$ cat src/taep_pkg.sv
`default_nettype none
package taep_pkg;
   localparam int FRAC_BITS = 16;
   localparam int MIN_AXIS_LSB = 7;
   localparam int SQ_W = 66;
   localparam int LEN_W = 34;
   localparam int DIV_W = LEN_W + FRAC_BITS;
   localparam int AXIS_W = FRAC_BITS + 2;
   localparam int PROJ_W = 32 + AXIS_W + 2;

   // The last member sits in the lowest bits, so vertex A x lands at bit 0.
   typedef struct packed {
      logic [15:0] id;
      logic [31:0] z2, y2, x2, z1, y1, x1, z0, y0, x0;
   } tri_type;

   function automatic logic [32:0] mag33(input logic signed [32:0] v);
      mag33 = v[32] ? 33'(-v) : 33'(v);
   endfunction
endpackage
`default_nettype wire

$ cat src/taep_sqrt_stage.sv
`default_nettype none
module taep_sqrt_stage
   import taep_pkg::*;
(
   input  wire logic [SQ_W-1:0]  rem_in,
   input  wire logic [LEN_W-1:0] root_in,
   input  wire logic [5:0]       bit_idx,
   output logic [SQ_W-1:0]       rem_out,
   output logic [LEN_W-1:0]      root_out
);
   // One restoring digit on the remainder: setting root bit k adds
   // root*2^(k+1) + 2^(2k) to the square, so take it if the remainder covers it.
   logic [2*LEN_W-1:0] step;
   always_comb begin
      step = ((2*LEN_W)'(root_in) << (bit_idx + 1))
             | ((2*LEN_W)'(1) << {bit_idx, 1'b0});
      if (step <= (2*LEN_W)'(rem_in)) begin
         rem_out = SQ_W'((2*LEN_W)'(rem_in) - step);
         root_out = root_in | (LEN_W'(1) << bit_idx);
      end else begin
         rem_out = rem_in;
         root_out = root_in;
      end
   end
endmodule
`default_nettype wire

$ cat config.mk
export PLATFORM = sky130hd
export DESIGN_NAME = taep_sqrt_stage
export DESIGN_NICKNAME = d
export VERILOG_FILES = /design/src/taep_pkg.sv /design/src/taep_sqrt_stage.sv
export SDC_FILE = /design/constraint.sdc
export NUM_CORES = 1
export LEC_CHECK = 0
export BUFFER_PORTS_ARGS = -buffer_cell sky130_fd_sc_hd__clkbuf_2
export CAP_MARGIN = 20
export CELL_PAD_IN_SITES_DETAIL_PLACEMENT = 0
export CELL_PAD_IN_SITES_GLOBAL_PLACEMENT = 1
export CORE_MARGIN = 2
export CORE_UTILIZATION = 30
export DETAILED_ROUTE_END_ITERATION = 6
export PLACE_DENSITY_LB_ADDON = 0.15
export SLEW_MARGIN = 5
export SYNTH_ARGS = -nofsm -noshare
export SYNTH_HDL_FRONTEND = slang
export SYNTH_SLANG_ARGS = --single-unit
$ cat constraint.sdc
create_clock -name vclk -period 11.5
set_input_delay 2.3 -clock vclk [all_inputs]
set_output_delay 2.3 -clock vclk [all_outputs]
set_load 0.01 [all_outputs]
# After elaboration in Yosys (flattened, before gate mapping)
# Index checks and enable logic that the tools add are counted.
[op_classes]
n_mux = 2
magnitude_cmp = 1
bitwise = 2
addsub = 2
n_shift = 3
[op_table]
columns = ["op", "n"]
rows = [
  ["<= comparator 68 x 66 -> 1 bit", 1],
  ["OR 68 bit", 1],
  ["<< shifter 1 x 7 -> 68 bit, first input constant", 1],
  ["<< shifter 34 x 7 -> 68 bit", 1],
  ["2-to-1 mux 66 bit", 1],
  ["subtractor 66 bit", 1],
  ["2-to-1 mux 34 bit", 1],
  ["OR 34 bit", 1],
  ["<< shifter 1 x 6 -> 34 bit, first input constant", 1],
  ["adder 6 x 1 -> 7 bit, second input constant", 1],
]
[word_totals]
out_inout_bits = 100
inputBits = 106
ff_bits = 0

# Depth between registers and ports, before layout
[depth]
depth_word = 5
depth_mapped = 34

# Worst setup path before layout
# OpenSTA, ideal clock, no wires.
[synth_path]
path_type = "in2out"
from = "input bit_idx[0]"
to = "output rem_out[10]"
t_required_ns = 9.200
arrival_time_ns = 7.580
stages = 33
path_slack_ns = 1.620
path_cell_list = "buf_6 > buf_6 > inv_1 > ha_1 > buf_6 > buf_6 > buf_6 > buf_2 > buf_2 > mux4_2 > and2_1 > nor3_1 > a21oi_1 > nor2_1 > a21oi_1 > a22o_1 > nand2_1 > inv_1 > ha_1 > buf_2 > nand4_2 > nor2_2 > nand2_1 > or4_4 > nor4_2 > nand4b_1 > o21ai_1 > o21bai_2 > and3_1 > buf_4 > buf_12 > buf_12 > mux2i_1"
[synth_between]
elab_chain_len = 5
word_cells_on_any_way = 7
classes_between = "2 x add/sub; 1 x order compare; 2 x shift; 1 x mux; 1 x bitwise"
[synth_rtl]
columns = ["element", "line", "text"]
rows = [
  ["start, declared", "taep_sqrt_stage.sv:7", "input wire logic [5:0] bit_idx,"],
  ["adder 6 x 1 -> 7 bit", "taep_sqrt_stage.sv:15", "step = ((2*LEN_W)'(root_in) << (bit_idx + 1))"],
  ["<< shifter 34 x 7 -> 68 bit", "taep_sqrt_stage.sv:15", ""],
  ["OR 68 bit *", "taep_sqrt_stage.sv:16", "| ((2*LEN_W)'(1) << {bit_idx, 1'b0});"],
  ["subtractor 66 bit or <= comparator 68 x 66 -> 1 bit (tied branches)", "taep_sqrt_stage.sv:18, taep_sqrt_stage.sv:17", ""],
  ["2-to-1 mux 66 bit *", "taep_sqrt_stage.sv:17", "if (step <= (2*LEN_W)'(rem_in)) begin"],
  ["end, declared", "taep_sqrt_stage.sv:8", "output logic [SQ_W-1:0] rem_out,"],
]
# Mark *: on every way between the ends. The rest lies on a longest branch, timed or not.

# Worst setup path after layout
[layout_path]
from = "input bit_idx[0]"
to = "output rem_out[27]"
# The elaborated chain is that of the path after synthesis.

==> insert_results.sql <==
INSERT INTO impl_metrics (metric_group, metric, value, unit) VALUES
('worst_setup_path', 'path_max_fanout', '41', ''),
('placement', 'place.gp.congestion', '0.951', ''),
('floorplan', 'fp.dieW', '186', 'um'),
('logic_synthesis', 'synth-warning-count', '0', ''),
('cells_and_area', 'final_net_count', '1811', ''),
('cells_and_area', 'layout.cells.non_filler', '2007', ''),
('clocking', 'postCtsResizedCells', '0', ''),
('global_route', 'grt_antenna_before_repair', '0', ''),
('routing', 'firstDrtPassIters', '5', ''),
('hold_path', 'hold_start', 'root_in[33]', ''),
('placement', 'placedCellCount', '2007', ''),
('clocking', 'cts_setup_buffers', '0', ''),
('hold_path', 'worstHoldPathCells', '2', ''),
('hold_path', 'hold_path_end', 'root_out[33]', ''),
('worst_setup_path', 'worst_setup_path_start_kind', 'input pin', ''),
('sta', 'clock.fmax', '93.0', 'MHz'),
('worst_setup_path', 'source_of_the_critical_timing_path', 'bit_idx[0]', ''),
('floorplan', 'core', '32600', 'um^2'),
('hold_path', 'timing.hold.worst.class', 'input pin to output pin', ''),
('sta', 'timing.final.crit_share', '93.5', '%'),
('worst_setup_path', 'cp.arrival', '8.45', 'ns'),
('logic_synthesis', 'postSynthAreaPerCell', '7.02', 'um^2'),
('routing', 'wire_per_inst', '21.2', 'um'),
('routing', 'drc', '0', ''),
('worst_setup_path', 'cp-end-kind', 'output pin', ''),
('global_route', 'grt_overflow', '0', ''),
('sta', 'tightest_slew', '0.875', 'ns'),
('routing', 'drt-vias-per-instance', '5.50', ''),
('cells_and_area', 'layout.cells.most_common', 'sky130_fd_sc_hd__clkbuf_2', ''),
('routing', 'routed-wl-met3', '2.43', 'mm'),
('worst_setup_path', 'required', '9.20', 'ns'),
('cells_and_area', 'n_antenna_cell', '0', ''),
('clocking', 'postCtsHoldBufs', '0', ''),
('sta', 'setup_total_negative_slack', '0', 'ns'),
('logic_synthesis', 'synthesis.instances', '1422', ''),
('routing', 'dr_total_vias', '11039', ''),
('floorplan', 'die_height', '186', 'um'),
('routing', 'drt-initial-drc-count', '895', ''),
('power', 'leakagePower', '5.83', 'nW'),
('sta', 'timing.final.crit_period', '10.75', 'ns'),
('logic_synthesis', 'syn-num-nets', '1666', ''),
('floorplan', 'die_area', '34800', 'um^2'),
('sta', 'timing.slew.headroom', '41.6', '%'),
('global_route', 'grt.total_usage', '23.5', '%'),
('routing', 'final_antenna_net_count', '0', ''),
('power', 'pwr_density_cell', '96.9', 'nW/um^2'),
('logic_synthesis', 'post_synth_num_cell_types', '86', ''),
('floorplan', 'starting_density_of_the_core', '30.6', '%'),
('placement', 'detailedPlacementHpwl', '36.3', 'mm'),
('cells_and_area', 'clock_buffer_count', '0', ''),
('sta', 'finalHoldWorstSlack', '4.85', 'ns'),
('routing', 'totalWireLength', '42.6', 'mm'),
('logic_synthesis', 'post_synth_instance_area', '9990', 'um^2'),
('floorplan', 'io-pin-count', '206', ''),
('cells_and_area', 'top_library_cells_by_usage_in_the_layout_fill_and_taps_aside', 'sky130_fd_sc_hd__clkbuf_2 (206), sky130_fd_sc_hd__inv_1 (143), sky130_fd_sc_hd__nand2_1 (142)', ''),
('placement', 'io_buffers', '206', ''),
('cells_and_area', 'layout.sequential_cells', '0', ''),
('global_route', 'pin_count_of_the_biggest_net_entering_global_routing', '44', ''),
('sta', 'rsz0062_at_grt', 'false', ''),
('run', 'drv.max_cap_violation_count', '0', ''),
('cells_and_area', 'layout.area.seq', '0', 'um^2'),
('sta', 'slew_viol_final', '0', ''),
('floorplan', 'rows', '66', ''),
('sta', 'final-hold-violation-count', '0', ''),
('sta', 'setup_violations', '0', ''),
('cells_and_area', 'drive_gt1_share', '22.0', '%'),
('routing', 'drt-met1-wl', '20.5', 'mm'),
('run_status', 'outcome', 'completed', ''),
('global_route', 'grt_pass1_vias', '10781', ''),
('worst_setup_path', 'critical_setup_path_class', 'input pin to output pin', ''),
('routing', 'dr.max_layer_used', 'met4', ''),
('cells_and_area', 'layout-area-overhead-vs-synth', '13.6', '%'),
('power', 'peakVddDrop', '40.1', 'uV'),
('global_route', 'grt_first_pass_wirelength', '64.9', 'mm'),
('logic_synthesis', 'ys_seq_area_share', '0', '%'),
('routing', 'met2_wirelength', '18.9', 'mm');
-- stage by stage --
| stage | utilization, % | setup WS, ns | power [mW] | instance area (um^2) |
|---|---|---|---|---|
| 6_report | 34.8 | 0.747 | 1.10 | 11300 |
| 5_1_grt | 34.8 | 0.388 | 1.20 | 11300 |
| 4_1_cts | 34.8 | 0.757 | 1.10 | 11300 |
| 3_5_place_dp | 34.8 | 0.767 | 1.09 | 11300 |
| 3_3_place_gp | 34.8 | 0.835 | 1.10 | 11300 |
| 2_1_floorplan | - | 1.62 | 0.763 | 9990 |
-- layer usage --
layer  track usage [%]  vias up
met5                 0        -
met2              38.2      430
li1                  -     5403
met4              3.78        0
met3              1.84       35
met1              34.1     5171
-- worst max-delay path, stage by stage --
cell and delay [ns]:
sky130_fd_sc_hd__clkbuf_2 0.12, sky130_fd_sc_hd__inv_1 0.15, sky130_fd_sc_hd__ha_2 0.40, sky130_fd_sc_hd__buf_12 0.25, sky130_fd_sc_hd__mux2i_1 0.26, sky130_fd_sc_hd__nand2_1 0.07, sky130_fd_sc_hd__o21ai_0 0.19, sky130_fd_sc_hd__o21ai_0 0.25
sky130_fd_sc_hd__o21ai_0 0.68, sky130_fd_sc_hd__o22ai_1 0.19, sky130_fd_sc_hd__a22o_1 0.29, sky130_fd_sc_hd__nand2_1 0.12, sky130_fd_sc_hd__inv_1 0.06, sky130_fd_sc_hd__ha_1 0.40, sky130_fd_sc_hd__and3_1 0.25, sky130_fd_sc_hd__and2_1 0.18
sky130_fd_sc_hd__nand2_1 0.08, sky130_fd_sc_hd__or4_4 0.42, sky130_fd_sc_hd__nor4_2 0.15, sky130_fd_sc_hd__nand4b_1 0.16, sky130_fd_sc_hd__o21ai_1 0.09, sky130_fd_sc_hd__o21bai_2 0.13, sky130_fd_sc_hd__and3_4 0.51, sky130_fd_sc_hd__buf_12 0.26
sky130_fd_sc_hd__mux2_1 0.35, sky130_fd_sc_hd__clkbuf_2 0.13
-- power by group --
| part | total (mW) | switching (mW) | internal [mW] |
|---|---|---|---|
| sequential | 0 | 0 | 0 |
| clock | 0 | 0 | 0 |
| combinational | 1.10 | 0.666 | 0.433 |
-- worst max-delay path by stage --
stage	end	slack, ns
2_1_floorplan	rem_out[10]	1.62
3_3_place_gp	rem_out[65]	0.83
3_5_place_dp	rem_out[14]	0.77
4_1_cts	rem_out[14]	0.76
5_1_grt	rem_out[65]	0.39
6_report	rem_out[27]	0.75
-- Yosys cell counts, types with 9 or more instances --
cell / count / area (um^2)
sky130_fd_sc_hd__mux4_2: 24 / 541
sky130_fd_sc_hd__a22o_1: 16 / 140
sky130_fd_sc_hd__nor2_1: 79 / 297
sky130_fd_sc_hd__ha_1: 137 / 1710
sky130_fd_sc_hd__and2_1: 20 / 125
sky130_fd_sc_hd__inv_1: 143 / 537
sky130_fd_sc_hd__buf_2: 26 / 130
sky130_fd_sc_hd__nand4_1: 17 / 106
sky130_fd_sc_hd__nand2b_1: 19 / 119
sky130_fd_sc_hd__o21bai_1: 18 / 135
sky130_fd_sc_hd__a21oi_1: 128 / 641
sky130_fd_sc_hd__clkbuf_1: 47 / 176
sky130_fd_sc_hd__o22ai_1: 33 / 206
sky130_fd_sc_hd__nor2b_1: 12 / 75.1
sky130_fd_sc_hd__xnor2_1: 34 / 298
sky130_fd_sc_hd__nand3_1: 19 / 95.1
sky130_fd_sc_hd__a31oi_1: 11 / 68.8
sky130_fd_sc_hd__a211oi_1: 11 / 82.6
sky130_fd_sc_hd__o21a_1: 13 / 97.6
sky130_fd_sc_hd__a31o_2: 34 / 298
sky130_fd_sc_hd__and3_1: 13 / 81.3
sky130_fd_sc_hd__nand2_1: 142 / 533
sky130_fd_sc_hd__o21ai_0: 76 / 380
sky130_fd_sc_hd__a21o_1: 53 / 398
sky130_fd_sc_hd__nor3_1: 23 / 115
sky130_fd_sc_hd__mux2i_1: 91 / 911
sky130_fd_sc_hd__xor2_1: 32 / 280
sky130_fd_sc_hd__or3_1: 9 / 56.3
-- cell type report --
type                       instances  area [um^2]
fill                            3644        21300
inverter                         144          541
multi-input combinational       1179         8900
tap                              442          553
timing repair buffer             242         1350
-- cell families (layout without fill, tap and decap cells) --
kind of cell	Yosys count	after routing	synth area share, %
and+or+nand+nor	380	380	18.5
muxes	125	125	15.7
xor gates and xnor gates	69	69	6.28
buffers and inverters	243	386	11.2
adders and majority gates	138	138	17.4
AOI/OAI and AO/OA	467	467	31.0
Note: power is estimated with default switching activity, not from simulation.
